==> config.mk <==
export PLATFORM = sky130hd
export DESIGN_NAME = tesm_sgr
export DESIGN_NICKNAME = d
export VERILOG_FILES = /design/src/rtl/tesm_pkg.sv /design/src/rtl/tesm_sgr.sv
export SDC_FILE = /design/constraint.sdc
export NUM_CORES = 1
export LEC_CHECK = 0
export ABC_AREA = 1
export BUFFER_PORTS_ARGS = -buffer_cell sky130_fd_sc_hd__buf_2
export CAP_MARGIN = 25
export CORE_AREA = 2 2 39 41
export DETAILED_ROUTE_END_ITERATION = 8
export DIE_AREA = 0 0 41 43
export GPL_ROUTABILITY_DRIVEN = 0
export PLACE_DENSITY = 0.56
export SLEW_MARGIN = 10
export SYNTH_ARGS = -nofsm -noshare
export SYNTH_HDL_FRONTEND = slang
export SYNTH_SLANG_ARGS = --single-unit
==> constraint.sdc <==
create_clock -name clk -period 1.35 [get_ports clk]
set_input_delay 0 -clock clk [delete_from_list [all_inputs] [get_ports clk]]
set_output_delay 0 -clock clk [all_outputs]
set_load 0.01 [all_outputs]
==> src/rtl/tesm_pkg.sv <==
// shared types, constants and pattern tables of the terminal escape sequence matcher
// used by tesm_lane, tesm_sgr and terminal_escape_sequence_matcher
package tesm_pkg;

  localparam int MAX_PATTERNS      = 64;
  localparam int MAX_SEQ_LEN       = 32;
  localparam int MAX_PATTERN_CHARS = 16;

  localparam int PAT_W   = 8 * MAX_PATTERN_CHARS;
  localparam int POS_W   = $clog2(MAX_PATTERN_CHARS + 1);
  localparam int CNT_W   = $clog2(MAX_SEQ_LEN + 2);
  localparam int IDX_W   = 7;
  localparam int LEN_W   = 6;
  localparam int TT_W    = 2;

  localparam logic [IDX_W-1:0] SGR_INDEX = IDX_W'(64);

  localparam logic [7:0] CH_ESC  = 8'd27;
  localparam logic [7:0] CH_LBR  = 8'h5b;  // '['
  localparam logic [7:0] CH_M    = 8'h6d;  // 'm'
  localparam logic [7:0] CH_SEMI = 8'h3b;  // ';'
  localparam logic [7:0] CH_PCT  = 8'h25;  // '%'
  localparam logic [7:0] CH_D    = 8'h64;  // 'd'
  localparam logic [7:0] CH_0    = 8'h30;
  localparam logic [7:0] CH_9    = 8'h39;

  typedef enum logic [1:0] {
    TT_VT100 = 2'd0,
    TT_XTERM = 2'd1,
    TT_ANSI  = 2'd2,
    TT_NONE  = 2'd3
  } term_t;

  typedef enum logic [1:0] {
    ST_PREFIX = 2'd0,
    ST_MATCH  = 2'd1,
    ST_REJECT = 2'd2
  } status_t;

  typedef enum logic [1:0] {
    RES_DEAD   = 2'd0,
    RES_PREFIX = 2'd1,
    RES_MATCH  = 2'd2
  } res_t;

  typedef enum logic [1:0] {
    MODE_CHAR  = 2'd0,
    MODE_START = 2'd1,
    MODE_NUM   = 2'd2
  } mode_t;

  // per-byte control handed to every matcher
  typedef struct packed {
    logic       step;
    logic       clear;
    logic [7:0] data;
  } step_ctl_t;

  localparam int VT100_N = 64;
  localparam int XTERM_N = 1;
  localparam int ANSI_N  = 39;

  localparam logic [PAT_W-1:0] VT100_TAB [VT100_N] = '{
    "\007", "\0335m", "\0331m", "\033[2J", "\015", "\033[%d;%dr",
    "\033[%dD", "\010", "\033[%dB", "\012", "\033[%dC", "\033[C",
    "\033[%d;%dH", "\033[%dA", "\033[A", "\033[J", "\033[K", "\033[1K",
    "\033(B\033)0", "\033[H", "\011", "\033H", "\012", "\033Oq", "\033Os",
    "\033Or", "\010", "\033Op", "\033On", "\033OD", "\033OB", "\033OC",
    "\033OA", "\033OM", "\033Oy", "\033OP", "\033Ox", "\033OQ", "\033OR",
    "\033OS", "\033Ot", "\033Ou", "\033Ov", "\033Ol", "\033Ow",
    "\033[0i", "\033[4i", "\033[5i", "\0338", "\033[7m", "\033M", "\017",
    "\033[?7l", "\033[?1l\033>", "\033[m", "\033[m", "\0337", "\033[0m",
    "\016", "\033[?7h", "\033[?1h\033", "\0337m", "\033[4m", "\033[3g"
  };

  localparam logic [PAT_W-1:0] XTERM_TAB [XTERM_N] = '{
    "\033[%d;%dH"
  };

  localparam logic [PAT_W-1:0] ANSI_TAB [ANSI_N] = '{
    "\007", "\033[5m", "\033[1m", "\033[H\033[J", "\015", "\033%dD",
    "\033[D", "\033[%dB", "\033[B", "\033[%dC", "\033[C", "\033[%d;%dH",
    "\033%dA", "\033[A", "\033[J", "\033[1K", "\033[H", "\033[I", "\033H",
    "\012", "\033[8m", "\010", "\033[D", "\033[B", "\033[C", "\033[A",
    "\033[4i", "\033[5i", "\015\033[S", "\033[7m", "\033[10m", "\033[m",
    "\033[m", "\033[0;10m", "\033[11m", "\033[7m", "\033[4m", "\033[3g",
    "\033[%dd"
  };

  function automatic logic is_digit(input logic [7:0] b);
    return (b >= CH_0) && (b <= CH_9);
  endfunction

  // pattern string of entry k, right aligned, zero when k is past the table
  function automatic logic [PAT_W-1:0] pat_str(input logic [TT_W-1:0] tt, input int k);
    logic [PAT_W-1:0] s;
    s = '0;
    unique case (term_t'(tt))
      TT_VT100: if (k < VT100_N) s = VT100_TAB[k];
      TT_XTERM: if (k < XTERM_N) s = XTERM_TAB[k];
      TT_ANSI:  if (k < ANSI_N)  s = ANSI_TAB[k];
      TT_NONE:  s = '0;
      default:  s = '0;
    endcase
    return s;
  endfunction

  function automatic logic [POS_W-1:0] pat_len(input logic [PAT_W-1:0] s);
    logic [POS_W-1:0] n;
    n = '0;
    for (int i = 0; i < MAX_PATTERN_CHARS; i++) begin
      if (s[i*8 +: 8] != 8'd0) n = POS_W'(i + 1);
    end
    return n;
  endfunction

  function automatic logic [7:0] pat_chr(input logic [PAT_W-1:0] s,
                                         input logic [POS_W-1:0] len,
                                         input logic [POS_W:0] pos);
    logic [7:0] c;
    c = '0;
    for (int i = 0; i < MAX_PATTERN_CHARS; i++) begin
      if ((POS_W+1)'(i) == pos && (POS_W+1)'(i) < (POS_W+1)'(len))
        c = s[(int'(len) - 1 - i)*8 +: 8];
    end
    return c;
  endfunction

endpackage

==> src/rtl/tesm_sgr.sv <==
// dynamic SGR matcher: ESC [ then digits and semicolons, m right after a digit
// depends on tesm_pkg
module tesm_sgr (
  input  logic                clk,
  input  logic                rst_n,
  input  tesm_pkg::step_ctl_t ctl,
  output tesm_pkg::res_t      res
);

  typedef enum logic [1:0] {
    PH_ESC  = 2'd0,
    PH_LBR  = 2'd1,
    PH_BODY = 2'd2,
    PH_DEAD = 2'd3
  } phase_t;

  phase_t phase_r, phase_nxt;
  logic   digit_r, digit_nxt;
  logic   dig;

  assign dig = tesm_pkg::is_digit(ctl.data);

  always_comb begin
    phase_nxt = PH_DEAD;
    digit_nxt = digit_r;
    res       = tesm_pkg::RES_DEAD;
    unique case (phase_r)
      PH_ESC: begin
        if (ctl.data == tesm_pkg::CH_ESC) begin
          phase_nxt = PH_LBR;
          res       = tesm_pkg::RES_PREFIX;
        end
      end
      PH_LBR: begin
        if (ctl.data == tesm_pkg::CH_LBR) begin
          phase_nxt = PH_BODY;
          digit_nxt = 1'b0;
          res       = tesm_pkg::RES_PREFIX;
        end
      end
      PH_BODY: begin
        priority if (ctl.data == tesm_pkg::CH_M && digit_r) begin
          phase_nxt = PH_BODY;
          res       = tesm_pkg::RES_MATCH;
        end else if (dig) begin
          phase_nxt = PH_BODY;
          digit_nxt = 1'b1;
          res       = tesm_pkg::RES_PREFIX;
        end else if (ctl.data == tesm_pkg::CH_SEMI) begin
          phase_nxt = PH_BODY;
          digit_nxt = 1'b0;
          res       = tesm_pkg::RES_PREFIX;
        end else begin
          phase_nxt = PH_DEAD;
        end
      end
      PH_DEAD: phase_nxt = PH_DEAD;
      default: phase_nxt = PH_DEAD;
    endcase
  end

  always_ff @(posedge clk) begin
    if (!rst_n || ctl.clear) begin
      phase_r <= PH_ESC;
      digit_r <= 1'b0;
    end else if (ctl.step) begin
      phase_r <= phase_nxt;
      digit_r <= digit_nxt;
    end
  end

endmodule

==> results of run 1 <==
## per-stage QoR
| step | setup WS, ns | total power [uW] | hold WS [ns] |
|---|---|---|---|
| after global routing | 0.0786 | 343 | 0.0347 |
| after global placement | 0.313 | 156 | 0.275 |
| after CTS | 0.170 | 323 | 0.0268 |
| after floorplan | 0.378 | 126 | 0.133 |
| after detailed placement | 0.291 | 157 | 0.276 |
| final | 0.190 | 313 | 0.0371 |
## worst max-delay path, stage by stage, from the launching register on
cell	delay, ns
dfxtp_1	0.38
inv_1	0.07
nor3_2	0.17
nand2_2	0.10
nand3_1	0.08
buf_2	0.13
## synthesized netlist by cell type (2+ instances only)
cell type	n
nand3_1	2
a21oi_1	2
nor2_1	5
nor2_2	3
nand2_1	8
nor3_1	2
inv_1	7
nand2_2	3
dfxtp_1	3
## final timing paths
check,cells after the start,from,to,slack [ns]
setup / recovery,5,phase_r[0],res[0],0.19
hold / removal,4,ctl[8],digit_r,0.04
setup reg to reg,7,phase_r[0],digit_r,0.30
hold reg to reg,2,digit_r,digit_r,0.49
## layer usage
layer,part of all wire (%),routed length [um],up-vias,GRT usage (%)
li1,-,-,186,-
met1,42,291,152,9.94
met2,54,373,6,17.2
met3,2.9,20,0,3.14
met4,0,0,0,8.00
met5,0,0,-,0
## placed cells by master (no fill, tap or decap), drive strengths merged, types with 3 or more instances in the layout
cell type  instances
a21oi              3
dfxtp              3
nor3               4
inv                8
nand2             11
nor2               9
buf               13
clkbuf             4
nand3              3
## final cells by class
cell class	instances	area, um^2	share of cell area, %
multi-input combinational	36	214	51.5
timing repair buffer	13	65.1	15.7
inverter	8	30.0	7.23
tap	16	20.0	4.82
clock buffer	4	26.3	6.33
sequential	3	60.1	14.5
## state kept, by name, summed over array words and instances, names as in the netlist
register and flops:
phase_r 2, digit_r 1
## cells by family (layout without fill, tap and decap cells)
| family | Yosys count | in the layout | share of synthesized area, % |
|---|---|---|---|
| DFF | 3 | 3 | 19.8 |
| and+or+nand+nor | 30 | 30 | 57.6 |
| AOI/OAI and AO/OA | 6 | 6 | 12.8 |
| buffers and inverters | 8 | 25 | 9.88 |
## power breakdown
group	leakage (uW)	switching, uW	internal, uW
Combinational	0.000157	34.7	25.0
Clock	0.0000150	47.4	111
Sequential	0.0000245	2.95	92.2
==> results.tsv, run 1 <==
metric	value	unit
fmax	0.862	GHz
sequential share of the synthesized area	19.8	%
fillcell total	168	
top post-synthesis cells by area	dfxtp_1 (20%), nand2_1 (9.9%), inv_1 (8.6%)	
startpoint types	flop	
Crit Path Category	flop to primary output	
initial antenna violation count	0	
Setup TNS	0	ns
CTS Buf Count	3	
initial core utilization	22.0	%
# IOs	14	
DR DRC count	0	
Net Count, Synth	59	
Max FO, Critical Path	4	
WP data required	1.35	ns
hold buffer count at CTS	0	
number of global-route vias before repair	326	
CTS HTree Levels	1	
post-synth top area cell	dfxtp_1	
Clock Latency Late Sink	0.23	ns
CTS tree	yes	
main flop type after synthesis	dfxtp_1	
RSZ-0062 raised after global routing	false	
die width	41	um
clk root buf	clkbuf_4	
Least-Margin Pin Slew	0.227	ns
largest net degree at the start of global routing	6	
count of state elements after synthesis	3	
Mapped Area	304	um^2
min cycle time layout	1.16	ns
synth warn	0	
Inst Count DP	76	
WL per Instance	8.56	um
Routed Antenna Nets	0	
Die Height	43	um
gr usage total	10.4	%
post-synthesis instance total	47	
n_diodes	0	
CP endpoint kind	primary output	
share of layout cells above drive strength 1	43.8	%
Cell variety after synth	21	
status	completed	
vias per cell	4.30	
dpl hpwl	584	um
IO buf count	13	
FP Rows	14	
via count	344	
1st-iter DRT viols	5	
DR pass1 iterations	2	
Resize count post-CTS	0	
Max Slew Vio Count	0	
clock buffer depth	2	
Avg Synthesized Cell Area	6.47	um^2
die area	0.00176	mm^2
Peak VDD IR	264	uV
final core utilization	30.0	%
share of the synthesized area in the top cell type	19.8	%
Post-CTS Setup Repair Bufs	0	
design area	415	um^2
hold crit path type	primary input to flop	
# nets final	77	
Clock Skew	0.00155	ns
grt total ovfl	0	
core area	0.00138	mm^2
Slew HR	84.9	%
Final Hold Vio Count	0	
worst path arrival time	1.16	ns
Leakage	0.000196	uW
Post-synth EDFFs	0	
Post-Route WL	685	um
Reg clk slew, reported paths	0.04	ns
Async S/R FF share, synth	0	%
global-route wire length before repair	1200	um
Tcrit/Tclk final	85.9	%
Setup violations, final	0	
# Max-Cap Violations	0	
fin cells	80	
Power per Cell Area	754	mW/mm^2
DP Area	389	um^2
Area growth syn-to-layout	36.6	%
TritonCTS Sinks	3	
Power figures use the tool's default switching activity.
==> run 2, diff against run 1 <==
--- a/config.mk
+++ b/config.mk
@@ -5,14 +5,13 @@
 export SDC_FILE = /design/constraint.sdc
 export NUM_CORES = 1
 export LEC_CHECK = 0
-export ABC_AREA = 1
 export BUFFER_PORTS_ARGS = -buffer_cell sky130_fd_sc_hd__buf_2
 export CAP_MARGIN = 25
 export CORE_AREA = 2 2 39 41
 export DETAILED_ROUTE_END_ITERATION = 8
 export DIE_AREA = 0 0 41 43
-export GPL_ROUTABILITY_DRIVEN = 0
-export PLACE_DENSITY = 0.56
+export GPL_ROUTABILITY_DRIVEN = 1
+export PLACE_DENSITY = 0.55
 export SLEW_MARGIN = 10
 export SYNTH_ARGS = -nofsm -noshare
 export SYNTH_HDL_FRONTEND = slang
==> run 2 against run 1 <==
- die area did not move
- flip-flop and latch count did not move
- count of clock-buffer cells in the layout did not move
- area after synthesis fell by 5.3%
- highest routed layer unchanged
- non-clock buffer count did not move
- clock power barely moved
- design area fell by 1.5%
- largest power group unchanged
==> results.tsv, run 2 <==
metric	value	unit	change
status	completed		
final core utilization	29.6	%	-0.45 points
clock buffer depth	2		unchanged
RSZ-0062 raised after global routing	false		
hold buffer count at CTS	0		unchanged
n_diodes	0		unchanged
Min-Delay Endpoint	phase_r[0]		
Reg with most FFs	phase_r		
Least-Margin Pin Slew	0.292	ns	+0.0655 ns
CTS HTree Levels	1		unchanged
RR Endpoint	phase_r[0]		
die area	0.00176	mm^2	unchanged
initial core utilization	20.8	%	-1.2 points
Post-Route WL	732	um	+6.9%
vias per cell	4.79		+11%
Tcrit/Tclk final	93.6	%	+7.7 points
Inst Count DP	63		-17%
die width	41	um	unchanged
Leakage	0.000173	uW	-12%
# Max-Cap Violations	0		unchanged
TritonCTS Sinks	3		unchanged
startpoint types	flop		
synth warn	0		unchanged
CTS tree	yes		
Setup TNS	0	ns	unchanged
fillcell total	156		-7.1%
hold crit path type	primary input to flop		
1st-iter DRT viols	9		+4
via count	321		-6.7%
DR DRC count	0		unchanged
Die Height	43	um	unchanged
Mapped Area	288	um^2	-5.3%
DR pass1 iterations	4		+2
min cycle time layout	1.26	ns	+0.103 ns
Post-synth EDFFs	0		unchanged
sequential share of the synthesized area	20.9	%	+1.1 points
Slew HR	80.5	%	-4.4 points
Async S/R FF share, synth	0	%	unchanged
number of global-route vias before repair	268		-18%
CTS Buf Count	3		unchanged
number of flip-flops in the largest register	2		unchanged
# IOs	14		unchanged
Peak VDD IR	501	uV	+89%
grt total ovfl	0		unchanged
Min Hold Slack	0.0901	ns	+0.0530 ns
Max FO, Critical Path	2		-2
most common cell after layout, fill and taps aside	buf_2		
Top Registers	phase_r (2), digit_r (1)		
largest net degree at the start of global routing	6		unchanged
Area growth syn-to-layout	42.2	%	
r2r setup slk	0.26	ns	-0.04 ns
FP Rows	14		unchanged
IO buf count	13		unchanged
post-synthesis instance total	34		-28%
Avg Synthesized Cell Area	8.46	um^2	+31%
Clock Latency Late Sink	0.23	ns	about the same
hold path depth	3		-1
WP data required	1.35	ns	about the same
gr usage total	8.91	%	-1.5 points
post-synth top area cell	dfxtp_1		
Setup violations, final	0		unchanged
count of state elements after synthesis	3		unchanged
share of layout cells above drive strength 1	45.1	%	+1.3 points
Hold Startpoint	ctl[9]		
fmax	0.792	GHz	-8.2%
WL per Instance	10.9	um	+28%
CP endpoint kind	primary output		
# nets final	64		-17%
top post-synthesis cells by area	dfxtp_1 (21%), nand3b_4 (7.0%), nor3_4 (5.7%)		
synth cell count leaders	nand2_1 (4), dfxtp_1 (3), a21oi_1 (2), nand3_1 (2), o21ai_0 (2)		
most common cell in the netlist	nand2_1		
clk root buf	clkbuf_4		
core area	0.00138	mm^2	unchanged
Net Count, Synth	46		-22%
worst path arrival time	1.26	ns	+0.10 ns
RePlAce Congestion	0.855		
most frequent cells in the layout	buf_2 (13), nand2_1 (4), clkbuf_4 (3), dfxtp_1 (3)		
Reg clk slew, reported paths	0.04	ns	about the same
Power per Cell Area	777	mW/mm^2	+3.1%
Max Slew Vio Count	0		unchanged
Crit Path Category	flop to primary output		
main flop type after synthesis	dfxtp_1		
Clock Skew	0.00859	ns	+0.00705 ns
global-route wire length before repair	1010	um	-16%
fin cells	67		-16%
Routed Antenna Nets	0		unchanged
Final Hold Vio Count	0		unchanged
R2R cell count	4		-3
Cell variety after synth	26		+24%
dpl hpwl	597	um	+2.2%
initial antenna violation count	0		unchanged
r2r startpoint	phase_r[1]		
share of the synthesized area in the top cell type	20.9	%	+1.1 points
==> run 2: cell types whose count changed after synthesis, moves of 3 or more <==
| cell | previous run | this run |
|---|---|---|
| inv_1 | 7 | 1 |
| nand2_1 | 8 | 4 |
| nand2_2 | 3 | 0 |
| nor2_1 | 5 | 1 |
| nor2_2 | 3 | 0 |
==> run 2: worst max path at each step <==
| stage | startpoint | end | slack [ns] | cells past startpoint |
|---|---|---|---|---|
| finish | digit_r | res[1] | 0.09 | 4 |
| CTS | phase_r[1] | res[0] | 0.06 | 4 |
| global placement | digit_r | phase_r[0] | 0.29 | 4 |
| floorplan | phase_r[1] | phase_r[1] | 0.40 | 3 |
| global route | digit_r | res[1] | 0.01 | 4 |
| detailed placement | phase_r[1] | res[0] | 0.26 | 4 |
==> run 2: layout make-up <==
class,instances,area [um^2],area share [%]
multi-input cells,30,234,57.2
repair buffers,13,65.1,15.9
flip-flops and latches,3,60.1,14.7
clock buffers,4,26.3,6.42
well taps,16,20.0,4.89
inverters,1,3.75,0.917
==> run 2: repair_timing <==
action | in CTS | in global routing
resized for setup | 1 | 1
endpoints found under the setup margin | 1 | 1
setup buffers | 0 | 0
hold endpoints to repair | 0 | 0
pin swaps | 0 | 1
==> run 2: metrics by stage <==
stage	setup WS (ns)	area (um^2)	total power, uW
finish	0.0866	409	318
CTS	0.0632	404	328
global route	0.0126	409	347
detailed placement	0.255	373	159
floorplan	0.397	288	126
global placement	0.291	373	159
==> run 2: cell families after synthesis <==
group | count (synthesis) | share of synthesized area, %
AND/OR/NAND/NOR | 20 | 54.4
AO/OA/AOI/OAI | 9 | 20.4
flip-flops | 3 | 20.9
XOR/XNOR | 1 | 3.04
buffers and inverters | 1 | 1.30
==> run 2: power by group <==
part           total [uW]  internal [uW]  switching [uW]
clock network         158            111            47.5
registers            97.0           92.4            4.63
logic                62.3           29.7            32.7
total                 318            233            84.8
==> run 2: routing by layer <==
| metal | global-route usage (%) | part of all wire (%) | vias up |
|---|---|---|---|
| met5 | 0 | 0 | - |
| met4 | 2.67 | 0 | 0 |
| met3 | 7.85 | 9.8 | 0 |
| met2 | 10.6 | 43 | 13 |
| met1 | 11.5 | 47 | 141 |
| li1 | - | - | 167 |
==> run 2: critical path, cell delays in order, from the launching register on <==
cell	delay, ns
dfxtp_1	0.32
nand4b_1	0.12
nor4b_2	0.30
and2_1	0.17
buf_2	0.12
