`src/rtl/tesm_pkg.sv`:
```
// shared types, constants and pattern tables of the terminal escape sequence matcher
// used by tesm_lane, tesm_sgr and terminal_escape_sequence_matcher
package tesm_pkg;

  localparam int MAX_PATTERNS      = 64;
  localparam int MAX_SEQ_LEN       = 32;
  localparam int MAX_PATTERN_CHARS = 16;

  localparam int PAT_W   = 8 * MAX_PATTERN_CHARS;
  localparam int POS_W   = $clog2(MAX_PATTERN_CHARS + 1);
  localparam int CNT_W   = $clog2(MAX_SEQ_LEN + 2);
  localparam int IDX_W   = 7;
  localparam int LEN_W   = 6;
  localparam int TT_W    = 2;

  localparam logic [IDX_W-1:0] SGR_INDEX = IDX_W'(64);

  localparam logic [7:0] CH_ESC  = 8'd27;
  localparam logic [7:0] CH_LBR  = 8'h5b;  // '['
  localparam logic [7:0] CH_M    = 8'h6d;  // 'm'
  localparam logic [7:0] CH_SEMI = 8'h3b;  // ';'
  localparam logic [7:0] CH_PCT  = 8'h25;  // '%'
  localparam logic [7:0] CH_D    = 8'h64;  // 'd'
  localparam logic [7:0] CH_0    = 8'h30;
  localparam logic [7:0] CH_9    = 8'h39;

  typedef enum logic [1:0] {
    TT_VT100 = 2'd0,
    TT_XTERM = 2'd1,
    TT_ANSI  = 2'd2,
    TT_NONE  = 2'd3
  } term_t;

  typedef enum logic [1:0] {
    ST_PREFIX = 2'd0,
    ST_MATCH  = 2'd1,
    ST_REJECT = 2'd2
  } status_t;

  typedef enum logic [1:0] {
    RES_DEAD   = 2'd0,
    RES_PREFIX = 2'd1,
    RES_MATCH  = 2'd2
  } res_t;

  typedef enum logic [1:0] {
    MODE_CHAR  = 2'd0,
    MODE_START = 2'd1,
    MODE_NUM   = 2'd2
  } mode_t;

  // per-byte control handed to every matcher
  typedef struct packed {
    logic       step;
    logic       clear;
    logic [7:0] data;
  } step_ctl_t;

  localparam int VT100_N = 64;
  localparam int XTERM_N = 1;
  localparam int ANSI_N  = 39;

  localparam logic [PAT_W-1:0] VT100_TAB [VT100_N] = '{
    "\007", "\0335m", "\0331m", "\033[2J", "\015", "\033[%d;%dr",
    "\033[%dD", "\010", "\033[%dB", "\012", "\033[%dC", "\033[C",
    "\033[%d;%dH", "\033[%dA", "\033[A", "\033[J", "\033[K", "\033[1K",
    "\033(B\033)0", "\033[H", "\011", "\033H", "\012", "\033Oq", "\033Os",
    "\033Or", "\010", "\033Op", "\033On", "\033OD", "\033OB", "\033OC",
    "\033OA", "\033OM", "\033Oy", "\033OP", "\033Ox", "\033OQ", "\033OR",
    "\033OS", "\033Ot", "\033Ou", "\033Ov", "\033Ol", "\033Ow",
    "\033[0i", "\033[4i", "\033[5i", "\0338", "\033[7m", "\033M", "\017",
    "\033[?7l", "\033[?1l\033>", "\033[m", "\033[m", "\0337", "\033[0m",
    "\016", "\033[?7h", "\033[?1h\033", "\0337m", "\033[4m", "\033[3g"
  };

  localparam logic [PAT_W-1:0] XTERM_TAB [XTERM_N] = '{
    "\033[%d;%dH"
  };

  localparam logic [PAT_W-1:0] ANSI_TAB [ANSI_N] = '{
    "\007", "\033[5m", "\033[1m", "\033[H\033[J", "\015", "\033%dD",
    "\033[D", "\033[%dB", "\033[B", "\033[%dC", "\033[C", "\033[%d;%dH",
    "\033%dA", "\033[A", "\033[J", "\033[1K", "\033[H", "\033[I", "\033H",
    "\012", "\033[8m", "\010", "\033[D", "\033[B", "\033[C", "\033[A",
    "\033[4i", "\033[5i", "\015\033[S", "\033[7m", "\033[10m", "\033[m",
    "\033[m", "\033[0;10m", "\033[11m", "\033[7m", "\033[4m", "\033[3g",
    "\033[%dd"
  };

  function automatic logic is_digit(input logic [7:0] b);
    return (b >= CH_0) && (b <= CH_9);
  endfunction

  // pattern string of entry k, right aligned, zero when k is past the table
  function automatic logic [PAT_W-1:0] pat_str(input logic [TT_W-1:0] tt, input int k);
    logic [PAT_W-1:0] s;
    s = '0;
    unique case (term_t'(tt))
      TT_VT100: if (k < VT100_N) s = VT100_TAB[k];
      TT_XTERM: if (k < XTERM_N) s = XTERM_TAB[k];
      TT_ANSI:  if (k < ANSI_N)  s = ANSI_TAB[k];
      TT_NONE:  s = '0;
      default:  s = '0;
    endcase
    return s;
  endfunction

  function automatic logic [POS_W-1:0] pat_len(input logic [PAT_W-1:0] s);
    logic [POS_W-1:0] n;
    n = '0;
    for (int i = 0; i < MAX_PATTERN_CHARS; i++) begin
      if (s[i*8 +: 8] != 8'd0) n = POS_W'(i + 1);
    end
    return n;
  endfunction

  function automatic logic [7:0] pat_chr(input logic [PAT_W-1:0] s,
                                         input logic [POS_W-1:0] len,
                                         input logic [POS_W:0] pos);
    logic [7:0] c;
    c = '0;
    for (int i = 0; i < MAX_PATTERN_CHARS; i++) begin
      if ((POS_W+1)'(i) == pos && (POS_W+1)'(i) < (POS_W+1)'(len))
        c = s[(int'(len) - 1 - i)*8 +: 8];
    end
    return c;
  endfunction

endpackage

```
`src/rtl/tesm_lane.sv`:
```
// one pattern table entry: position, digit mode and alive bit
// depends on tesm_pkg
module tesm_lane #(
  parameter int K = 0
) (
  input  logic                    clk,
  input  logic                    rst_n,
  input  logic [tesm_pkg::TT_W-1:0] tt,
  input  tesm_pkg::step_ctl_t     ctl,
  output tesm_pkg::res_t          res
);

  logic [tesm_pkg::POS_W-1:0] pos_r, pos_nxt;
  tesm_pkg::mode_t            mode_r, mode_nxt;
  logic                       alive_r;

  logic [tesm_pkg::PAT_W-1:0] pat;
  logic [tesm_pkg::POS_W-1:0] len;
  logic [tesm_pkg::POS_W:0]   pos;
  tesm_pkg::mode_t            mode;
  tesm_pkg::res_t             r;
  logic                       done;
  logic [7:0]                 c;
  logic                       dig;

  assign pat = tesm_pkg::pat_str(tt, K);
  assign len = tesm_pkg::pat_len(pat);
  assign dig = tesm_pkg::is_digit(ctl.data);

  // a %d field can fall through to the next literal, so allow a few steps
  always_comb begin
    pos  = {1'b0, pos_r};
    mode = mode_r;
    r    = tesm_pkg::RES_DEAD;
    done = !alive_r;
    c    = '0;
    for (int it = 0; it < 4; it++) begin
      if (!done) begin
        if (pos >= (tesm_pkg::POS_W+1)'(len)) begin
          done = 1'b1;
        end else begin
          unique case (mode)
            tesm_pkg::MODE_CHAR: begin
              c = tesm_pkg::pat_chr(pat, len, pos);
              if (c == tesm_pkg::CH_PCT) begin
                if (pos + 1'b1 < (tesm_pkg::POS_W+1)'(len) &&
                    tesm_pkg::pat_chr(pat, len, pos + 1'b1) == tesm_pkg::CH_D)
                  mode = tesm_pkg::MODE_START;
                pos = pos + 2'd2;
              end else begin
                if (c == ctl.data) begin
                  pos = pos + 1'b1;
                  r = (pos >= (tesm_pkg::POS_W+1)'(len)) ? tesm_pkg::RES_MATCH
                                                         : tesm_pkg::RES_PREFIX;
                end
                done = 1'b1;
              end
            end
            tesm_pkg::MODE_START: begin
              if (dig) begin
                mode = tesm_pkg::MODE_NUM;
                r    = tesm_pkg::RES_PREFIX;
              end
              done = 1'b1;
            end
            tesm_pkg::MODE_NUM: begin
              if (dig) begin
                r    = tesm_pkg::RES_PREFIX;
                done = 1'b1;
              end else begin
                mode = tesm_pkg::MODE_CHAR;
              end
            end
            default: done = 1'b1;
          endcase
        end
      end
    end
    pos_nxt  = pos[tesm_pkg::POS_W-1:0];
    mode_nxt = mode;
  end

  assign res = r;

  always_ff @(posedge clk) begin
    if (!rst_n || ctl.clear) begin
      pos_r   <= '0;
      mode_r  <= tesm_pkg::MODE_CHAR;
      alive_r <= 1'b1;
    end else if (ctl.step) begin
      pos_r   <= pos_nxt;
      mode_r  <= mode_nxt;
      alive_r <= (r != tesm_pkg::RES_DEAD);
    end
  end

endmodule

```
`config.mk`:
```
export PLATFORM = sky130hd
export DESIGN_NAME = tesm_lane
export DESIGN_NICKNAME = d
export VERILOG_FILES = /design/src/rtl/tesm_pkg.sv /design/src/rtl/tesm_lane.sv
export SDC_FILE = /design/constraint.sdc
export NUM_CORES = 1
export LEC_CHECK = 0
export BUFFER_PORTS_ARGS = -buffer_cell sky130_fd_sc_hd__buf_2
export CAP_MARGIN = 10
export CORE_MARGIN = 10
export CORE_UTILIZATION = 50
export DETAILED_ROUTE_END_ITERATION = 6
export PLACE_DENSITY = 0.66
export SKIP_LAST_GASP = 1
export SLEW_MARGIN = 20
export SYNTH_ARGS = -nofsm -noshare
export SYNTH_HDL_FRONTEND = slang
export SYNTH_SLANG_ARGS = --single-unit
```
`constraint.sdc`:
```
create_clock -name clk -period 44.8 [get_ports clk]
set_input_delay 6.72 -clock clk [delete_from_list [all_inputs] [get_ports clk]]
set_output_delay 6.72 -clock clk [all_outputs]
set_load 0.05 [all_outputs]
```
==> summary.md, run 1 <==
| Metric | Value |
|---|---|
| Async SR Flop Fraction | 0% |
| Count leader, synth | nand2_1 |
| Met2 Routed Length | 7080 µm |
| Max-cap violation count | 0 |
| Cell Area, Synth | between 4000 and 5000 µm² |
| FP Rows | 34 |
| ANT cells | 0 |
| Detail Placement HPWL | roughly 12000 µm |
| DIE AREA | 13400 µm² |
| ANT nets after route | 0 |
| CP top delay family | simple AND/OR/NAND/NOR gates |
| Combinational group share of total power | 48.1% |
| Layout cells sized above 1 | 9.77% |
| Clock transition at the registers of the reported paths | 40 ps |
| First-pass GRT wire length | 25400 µm |
| LEAKAGE | 1.74 nW |
| Max Buffers Root-to-Sink | 2 |
| Syn avg cell area | ~6.7 µm² |
| CTS tree | built |
| R2R Path End | alive_r |
| Routed wl met3 | 1390 µm |
| Core Area | 8850 µm² |
| Max Fclk | slightly below 0.04 GHz |
| Clock power frac | between 20% and 30% |
| Worst skew pair latency | 230 ps |
| Clk Tree Root Cell | clkbuf_8 |
| Syn Inst Count | 685 |
| Setup crit end kind | primary output |
| Ys flop type | dfxtp_1 |
| EDFF count, synth | 0 |
| # port buffers | 15 |
| Hold Crit Start | alive_r |
| Outcome | complete, no violations |
| CTS-repair resized insts | 0 |
| Max-slew violations | 0 |
| DRC errors left | 0 |
| DP Cell Count | 770 |
| Worst Setup Start Kind | input pin |
| Post-synth top area share | about an eighth |
| Critical path peak fanout | 16 |
| Reg2Reg Depth | 46 |
| Initial antenna violation count | 0 |
| Register area share after synthesis | around 3.5% |
| R2R Setup Slk | 31690 ps |
| Vias in the first global route | roughly 4900 |
| VDD IR max | 0.0126 mV |
| Vias after detailed routing | 5416 |
| NetSw | ~0.013 mW |
| Initial core utilization | 52.0% |
| Seq pwr share | 24.1% |
| Largest net degree at the start of global routing | 24 |
| Mapped Nets | 746 |
| Uppermost layer routed | met4 |
| Grt total ovfl | 0 |
| Violation count after the first detailed-route iteration | 763 |
| Power Density | between 6 and 7 nW/µm² |
| Chip width | 116 µm |
| First-pass DRT Iterations | 6 |
| Slowest stage delay, CP | 650 ps |
| Nets | 728 |
| Clk sinks | 8 |
| Routed WL per cell | 20.5 µm |
| Internal Power | 0.0178 mW |
| Slew headroom | between 20 and 30% |
| Wire length on met1 | 6970 µm |
| Total Routing Usage GR | 22.8% |
| H-tree Lvls | 1 |
| WP buf/inv | 5 |
| Min-Delay Path Class | flop to flop |
| Yosys reg bits | 8 |
| Crit path DAT | 19240 ps |
| Cts bufs inserted | 3 |
| Synth area leaders | ha_1, nand2_1, a21oi_1 |
| Non-filler cells in the finished layout | 773 |
| Hold depth | 2 |
| Final hold violation count | 0 |
| Synth warn | 1 |
| Critical path data required time | 38080 ps |
| Post-synth top cells | nand2_1, nor2_1, ha_1 |
| Post-CTS Setup Bufs | 0 |
| Area grow syn2layout | 2.07% |
| Die Ht | 116 µm |
| WS Path Type | input pin to primary output |
| Switch share | 41.3% |
| Synth area leader | ha_1 |
| Endpoints failing setup | 0 |
| Via density | approximately 7 |
| Hold buffer count at CTS | 0 |
| Worst r2r src | pos_r[1] |
| Final Skew | about 5.0 ps |
| RePlAce Congestion | 0.939 |
| Slowest stage cell on the critical path | nor4b_2 |
| Post-Route WL | approximately 16000 µm |
| Unique cell type count in the Yosys netlist | 92 |
| IO Pins | 16 |
| Tcrit/Tclk final | 57.9% |
| Worst hold path endpoint | alive_r |
| Post-route minimum period | 25960 ps |
| Slew @ Worst Pin | 1080 ps |
| Fin Setup TNS | 0 ps |
| Unrepaired setup endpoints after global routing | no |
-- power by group through the flow --
stage	registers, mW	clock network [mW]	logic, mW
floorplan	0.00739	0	0.0102
global placement	0.00743	0	0.0138
detailed placement	0.00743	0	0.0140
CTS	0.00732	0.00869	0.0141
global route	0.00731	0.00920	0.0156
finish	0.00732	0.00842	0.0146
-- worst min-delay path: cells and delay by family, from the launching register on --
kind | cells | cell delay, ps
AOI/OAI and AO/OA | 1 | 70
DFF | 1 | 330
and+or+nand+nor | 1 | 100
-- state kept, by name, indices dropped and copies added, names as in the netlist --
| register | cells |
|---|---|
| mode_r | 2 |
| alive_r | 1 |
| pos_r | 5 |
-- layout by cell type (no fill, tap or decap), types with 6 or more instances in the layout --
| cell type | netlist | layout |
|---|---|---|
| mux2_2 | 7 | 7 |
| or3_1 | 7 | 7 |
| a21oi_1 | 45 | 45 |
| nand3b_1 | 7 | 7 |
| o22ai_1 | 6 | 6 |
| o41ai_1 | 6 | 6 |
| and3_1 | 11 | 11 |
| o21ai_0 | 37 | 37 |
| dfxtp_1 | 8 | 8 |
| nand3_1 | 21 | 21 |
| nand2_1 | 74 | 74 |
| nand2b_1 | 8 | 8 |
| o211ai_1 | 9 | 9 |
| nor2b_1 | 12 | 12 |
| ha_1 | 47 | 47 |
| nor2_1 | 55 | 55 |
| mux2i_1 | 20 | 20 |
| nand4_1 | 9 | 9 |
| and2_1 | 11 | 11 |
| xnor2_1 | 10 | 10 |
| nor3_1 | 32 | 31 |
| a211oi_1 | 6 | 6 |
| buf_2 | 6 | 15 |
| or4_1 | 7 | 7 |
| a31oi_1 | 14 | 14 |
| inv_1 | 40 | 40 |
| nor4_1 | 11 | 11 |
| or2_2 | 6 | 6 |
-- cells by family (layout without fill, tap and decap cells) --
group	after synthesis	count (layout)	share of synthesized area, %
xor+xnor	11	11	2.10
mux	28	28	6.31
buf+inv	84	64	7.59
compound gates	203	203	31.4
fa+ha+maj	49	49	13.3
flops	8	8	3.48
simple gates	302	302	35.9
-- stage by stage --
step	setup WS [ps]	utilization [%]	area, µm²	total power, mW	hold WS, ps
floorplan	21140	-	4600	0.0176	475
global placement	19630	52.5	4650	0.0212	528
detailed placement	19240	52.5	4650	0.0214	535
CTS	19140	53.0	4690	0.0301	546
global route	17900	53.0	4690	0.0322	565
finish	18840	53.0	4690	0.0303	553
-- per-layer routing --
metal | vias up | GRT usage, %
li1 | 2546 | -
met1 | 2533 | 31.3
met2 | 300 | 37.2
met3 | 37 | 1.96
met4 | 0 | 6.17
met5 | - | 0
-- worst max-delay path by stage --
stage | from | endpoint | slack, ps | cells past startpoint
3_3_place_gp | tt[0] | res[0] | 19630 | 44
3_5_place_dp | tt[0] | res[0] | 19240 | 44
4_1_cts | tt[0] | res[0] | 19140 | 44
5_1_grt | tt[0] | res[0] | 17900 | 44
2_1_floorplan | tt[1] | res[0] | 21140 | 49
6_report | tt[0] | res[0] | 18840 | 46
-- final cells by class --
class	count	area [µm²]
clock buffers	3	41.3
fillers	918	4160
inverters	42	158
multi-input cells	593	4090
flip-flops and latches	8	160
well taps	108	135
repair buffers	19	105
(Power assumes the default switching activity.)
==> run 2, diff against run 1 <==
ABC_AREA = 1   (was unset)
PLACE_DENSITY = 0.69   (was 0.66)
clock period = 22.6 ns   (was 44.8 ns; I/O delays follow)
==> summary.md, run 2 <==
| Metric | Value |
|---|---|
| Grt peak-use layer | met2 |
| Synth warn | 1 (unchanged) |
| Max Buffers Root-to-Sink | 2 (unchanged) |
| Grt total ovfl | 0 (unchanged) |
| WS Path Type | input pin to primary output |
| CTS tree | built |
| Post-route minimum period | 16010 ps |
| Post-CTS Setup Bufs | 0 (unchanged) |
| Ys flop type | dfxtp_1 |
| # port buffers | 15 (unchanged) |
| Worst skew pair latency | 230 ps (about the same) |
| Die Ht | 116 µm (+0.32%) |
| Met2 usage | 30.8% (-6.3 points) |
| Synth area leaders | nand2_1, ha_1, inv_1 |
| Largest net degree at the start of global routing | 27 (+13%) |
| Non-filler cells in the finished layout | 920 (+19%) |
| Post-Route WL | 13300 µm (-16%) |
| VDD IR max | 0.0320 mV (+150%) |
| Largest regs | pos_r: 5 flops, mode_r: 2 flops, alive_r: 1 flops |
| Commonest non-fill, non-tap cell in the layout | nand2_1 |
| Total Routing Usage GR | 19.3% (-3.5 points) |
| Crit path DAT | 12620 ps (-6620 ps) |
| Pre-CTS worst setup slack | 6830 ps (-12410 ps) |
| Detail Placement HPWL | 10800 µm (-9.2%) |
| First-pass DRT Iterations | 5 (-1) |
| Async SR Flop Fraction | 0% (unchanged) |
| DIE AREA | 13500 µm² (+0.65%) |
| Min-Delay Path Class | flop to flop |
| EDFF count, synth | 0 (unchanged) |
| H-tree Lvls | 1 (unchanged) |
| Syn avg cell area | 5.75 µm² (-14%) |
| Post-route cell area | 4750 µm² (+1.2%) |
| Slowest stage delay, CP | 430 ps (-220 ps) |
| Yosys reg bits | 8 (unchanged) |
| Initial antenna violation count | 0 (unchanged) |
| Clk Tree Root Cell | clkbuf_8 |
| RePlAce Congestion | 0.969 (+3.2%) |
| Violation count after the first detailed-route iteration | 461 (-40%) |
| Outcome | complete, no violations |
| CTS-repair resized insts | 0 (unchanged) |
| Slew @ Worst Pin | 1010 ps (-64.4 ps) |
| Cell Area, Synth | 4630 µm² (+0.79%) |
| Vias after detailed routing | 5172 (-4.5%) |
| Worst Setup Start Kind | input pin |
| Unrepaired setup endpoints after global routing | no |
| Final Skew | 4.92 ps (-0.0919 ps) |
| Synth area leader | nand2_1 |
| Critical path peak fanout | 26 (+10) |
| Max reg flops | 5 (unchanged) |
| LEAKAGE | 2.44 nW (+40%) |
| Worst setup margin | 6590 ps (-12260 ps) |
| DP Cell Count | 917 (+19%) |
| IO Pins | 16 (unchanged) |
| Nets | 872 (+20%) |
| Slew headroom | 32.3% (+4.4 points) |
| Clock transition at the registers of the reported paths | 40 ps (about the same) |
| ANT nets after route | 0 (unchanged) |
| First-pass GRT wire length | 21900 µm (-14%) |
| Slowest stage cell on the critical path | xor2_1 |
| Post-synth top cells | nand2_1, inv_1, nand3_1 |
| Register area share after synthesis | 3.46% (-0.027 points) |
| Biggest register | pos_r |
| Tcrit/Tclk final | a little under three quarters |
| Max-cap violation count | 0 (unchanged) |
| Via density | 5.62 (-20%) |
| Area grow syn2layout | 2.46% |
| Cts bufs inserted | 3 (unchanged) |
| Max-slew violations | 0 (unchanged) |
| Layout cells sized above 1 | 16.1% (+6.3 points) |
| Routed WL per cell | 14.4 µm (-30%) |
| Syn Inst Count | 806 (+18%) |
| Fin Setup TNS | 0 ps (unchanged) |
| Initial core utilization | 50.6% (-1.3 points) |
| Unique cell type count in the Yosys netlist | 57 (-38%) |
| Vias in the first global route | 4510 (-8.5%) |
| Final hold violation count | 0 (unchanged) |
| DRC errors left | 0 (unchanged) |
| Max Fclk | 0.0624 GHz |
| Clk sinks | 8 (unchanged) |
| ANT cells | 0 (unchanged) |
| Most frequent cells in the layout | nand2_1, inv_1, nand3_1, nor2_1, ha_1 |
| Count leader, synth | nand2_1 |
| Mapped Nets | 867 (+16%) |
| Cell repeated most along the worst path | nand2_1 |
| Hold buffer count at CTS | 0 (unchanged) |
| Area post-placement | 4710 µm² (+1.3%) |
| Grt met3 use | 1.44% (-0.53 points) |
| Endpoints failing setup | 0 (unchanged) |
| Critical path data required time | 19210 ps (-18870 ps) |
| Post-synth top area share | 17.3% (+4.5 points) |
| Setup crit end kind | primary output |
| Power Density | 42.6 nW/µm² (+560%) |
| Core Area | 9150 µm² (+3.4%) |
| Chip width | 116 µm (+0.32%) |
| Pwr Total | 0.202 mW (+570%) |
| GRT met1 Usage | 27.6% (-3.7 points) |
| FP Rows | 35 (+2.9%) |
run 2: area by class of cell:
| type | instances | area [µm²] |
|---|---|---|
| clock buffers | 3 | 41.3 |
| multi-input cells | 651 | 3830 |
| well taps | 111 | 139 |
| repair buffers | 15 | 75.1 |
| inverters | 132 | 500 |
| fillers | 933 | 4410 |
| flip-flops and latches | 8 | 160 |
run 2: cell families after synthesis:
logic type | synth area share, %
AOI/OAI and AO/OA | 16.8
xor gates and xnor gates | 2.62
adders and majority gates | 12.7
buffers and inverters | 13.9
DFF | 3.46
and+or+nand+nor | 50.6
run 2: power breakdown:
part	internal, mW	switching [mW]
Clock	0.0115	0.00538
Combinational	0.0499	0.119
Sequential	0.0148	0.00108
run 2: critical path: cells and delay by family:
family	cells	cell delay (ps)
AO/OA/AOI/OAI	6	870
XOR/XNOR	1	430
adder cells (fa/ha/maj)	3	640
buffers and inverters	14	1710
AND/OR/NAND/NOR	44	5500
run 2: final timing paths:
check,cells after the start,startpoint,endpoint,slack [ps]
worst max-delay path,68,tt[0],res[0],6590
worst min-delay path,2,alive_r,alive_r,500
worst max register to register,66,pos_r[0],pos_r[1],12950
worst min register to register,2,alive_r,alive_r,500
run 2: metal layers:
layer,part of all wire [%],vias up
li1,-,2636
met1,49,2340
met2,43,175
met3,6.1,21
met4,1.5,0
met5,0,-
run 2: per-stage QoR:
stage               hold WS [ps]  utilization, %
floorplan                    441               -
global placement             487            51.4
detailed placement           490            51.4
CTS                          501            51.9
global route                 558            51.9
finish                       504            51.9
==> run 3, diff against run 2 <==
ABC_AREA = 0   (was 1)
clock period = 13.74 ns   (was 22.6 ns; I/O delays follow)
==> summary.md, run 3 (synthesis results as in run 1) <==
| Metric | Value |
|---|---|
| Outcome | complete, no violations |
| Max-cap violation count | 0 (unchanged) |
| Initial core utilization | 52.0% (+1.3 points) |
| CP top delay family | simple AND/OR/NAND/NOR gates |
| Clk Tree Root Cell | clkbuf_8 |
| Max Fclk | 0.0740 GHz |
| DIE AREA | 13400 µm² (-0.64%) |
| Nets | 790 (-9.4%) |
| Max Buffers Root-to-Sink | 2 (unchanged) |
| Endpoints failing setup | 0 (unchanged) |
| Violation count after the first detailed-route iteration | 810 (+76%) |
| RePlAce Congestion | 1.02 (+5.8%) |
| DP Cell Count | 809 (-12%) |
| First-pass DRT Iterations | 7 (+2) |
| Max reg flops | 5 (unchanged) |
| DRC errors left | 0 (unchanged) |
| Pre-CTS worst setup slack | -186 ps (-7010 ps) |
| CTS tree | built |
| CP Depth | 45 (-34%) |
| Vias in the first global route | 5334 (+18%) |
| Final hold violation count | 0 (unchanged) |
| Fin Setup TNS | 0 ps (unchanged) |
| Largest regs | pos_r: 5 flops, mode_r: 2 flops, alive_r: 1 flops |
| Setup crit end kind | primary output |
| Final Skew | 7.62 ps (+2.70 ps) |
| Via density | 6.94 (+24%) |
| Routed WL per cell | 21.1 µm (+47%) |
| Layout cells sized above 1 | 24.2% (+8.1 points) |
| WS Path Type | input pin to primary output |
| H-tree Lvls | 1 (unchanged) |
| GRT met1 Usage | 31.4% (+3.8 points) |
| Critical path data required time | 11680 ps (-7530 ps) |
| Clk sinks | 8 (unchanged) |
| Area post-placement | 5010 µm² (+6.5%) |
| Met2 usage | 40.2% (+9.4 points) |
| Max-slew violations | 0 (unchanged) |
| Cts bufs inserted | 3 (unchanged) |
| Crit path DAT | 11450 ps (-1170 ps) |
| Worst setup margin | 232 ps (-6350 ps) |
| Grt total ovfl | 0 (unchanged) |
| Critical path peak fanout | 11 (-58%) |
| Slew headroom | 42.1% (+9.8 points) |
| Post-route minimum period | 13510 ps |
| Commonest non-fill, non-tap cell in the layout | nand2_1 |
| First-pass GRT wire length | 27000 µm (+23%) |
| FP Rows | 34 (-2.9%) |
| Grt met3 use | 4.24% (+2.8 points) |
| Most frequent cells in the layout | nand2_1, buf_4, nor2_1, a21oi_1, ha_1 |
| IO Pins | 16 (unchanged) |
| WP buf/inv | 7 (-7) |
| R2R Setup Slk | 2950 ps (-10000 ps) |
| Area grow syn2layout | 20.6% |
| Hold depth | 2 (unchanged) |
| Fill cells | 803 (-14%) |
| LEAKAGE | 2.14 nW (-12%) |
| # port buffers | 15 (unchanged) |
| Vias after detailed routing | 5799 (+12%) |
| Biggest register | pos_r |
| Slowest stage delay, CP | 530 ps (+100 ps) |
| Post-route cell area | 5540 µm² (+17%) |
| Core Area | 8850 µm² (-3.3%) |
| Reg2Reg Depth | 45 (-32%) |
| Pwr Total | 0.110 mW (-45%) |
| Tcrit/Tclk final | 98.3% |
| Detail Placement HPWL | 12800 µm (+18%) |
| Worst skew pair latency | 230 ps (about the same) |
| Clock transition at the registers of the reported paths | 40 ps (about the same) |
| Power Density | 19.9 nW/µm² (-53%) |
| Chip width | 116 µm (-0.32%) |
| Largest net degree at the start of global routing | 18 (-33%) |
| Grt peak-use layer | met2 |
| Min-Delay Path Class | flop to flop |
| Slew @ Worst Pin | 865 ps (-146 ps) |
| Worst Setup Start Kind | input pin |
| Initial antenna violation count | 0 (unchanged) |
| Post-Route WL | 17600 µm (+33%) |
| Hold buffer count at CTS | 0 (unchanged) |
| Slowest stage cell on the critical path | or4_4 |
| ANT cells | 0 (unchanged) |
| VDD IR max | 0.0341 mV (+6.5%) |
| Non-filler cells in the finished layout | 835 (-9.2%) |
| Die Ht | 116 µm (-0.32%) |
| Total Routing Usage GR | 24.5% (+5.2 points) |
| ANT nets after route | 0 (unchanged) |
-- run 3: per-stage QoR --
| stage | hold WS [ps] | util, % |
|---|---|---|
| global route | 553 | 62.7 |
| detailed placement | 530 | 56.7 |
| global placement | 528 | 56.7 |
| CTS | 535 | 57.5 |
| floorplan | 475 | - |
| finish | 538 | 62.7 |
-- run 3: final cells by class --
type / instances / area (µm²) / area share, %
Tap cell: 108 / 135 / 2.44
Timing Repair Buffer: 81 / 596 / 10.7
Sequential cell: 8 / 160 / 2.89
Clock buffer: 3 / 41.3 / 0.745
Inverter: 42 / 158 / 2.84
Multi-Input combinational cell: 593 / 4450 / 80.3
-- run 3: worst register-to-register path: cells and delay by family (launching register included) --
| family | cells | cell delay (ps) |
|---|---|---|
| compound gates | 17 | 3650 |
| xor+xnor | 2 | 400 |
| fa+ha+maj | 4 | 890 |
| buf+inv | 6 | 960 |
| flops | 1 | 610 |
| simple gates | 16 | 4180 |
-- run 3: routing by layer --
layer	routed length [µm]	vias up
met5	0	-
met4	599	0
met3	1820	62
met2	8170	352
met1	7050	2725
li1	-	2660
-- run 3: worst paths after layout --
| kind | start | end |
|---|---|---|
| max | tt[1] | res[0] |
| min | mode_r[0] | mode_r[0] |
| max reg2reg | pos_r[1] | alive_r |
| min reg2reg | mode_r[0] | mode_r[0] |
-- run 3: power by group --
part	switching, mW	internal (mW)
logic	0.0367	0.0216
registers	0.000361	0.0235
clock network	0.00914	0.0190
total	0.0462	0.0641
-- run 3: timing repair --
action / CTS / global route
pin swaps: 1 / 28
endpoints found under the hold margin: 0 / 0
buffers inserted: 1 / 22
gates resized for setup: 7 / 69
endpoints found under the setup margin: 2 / 2
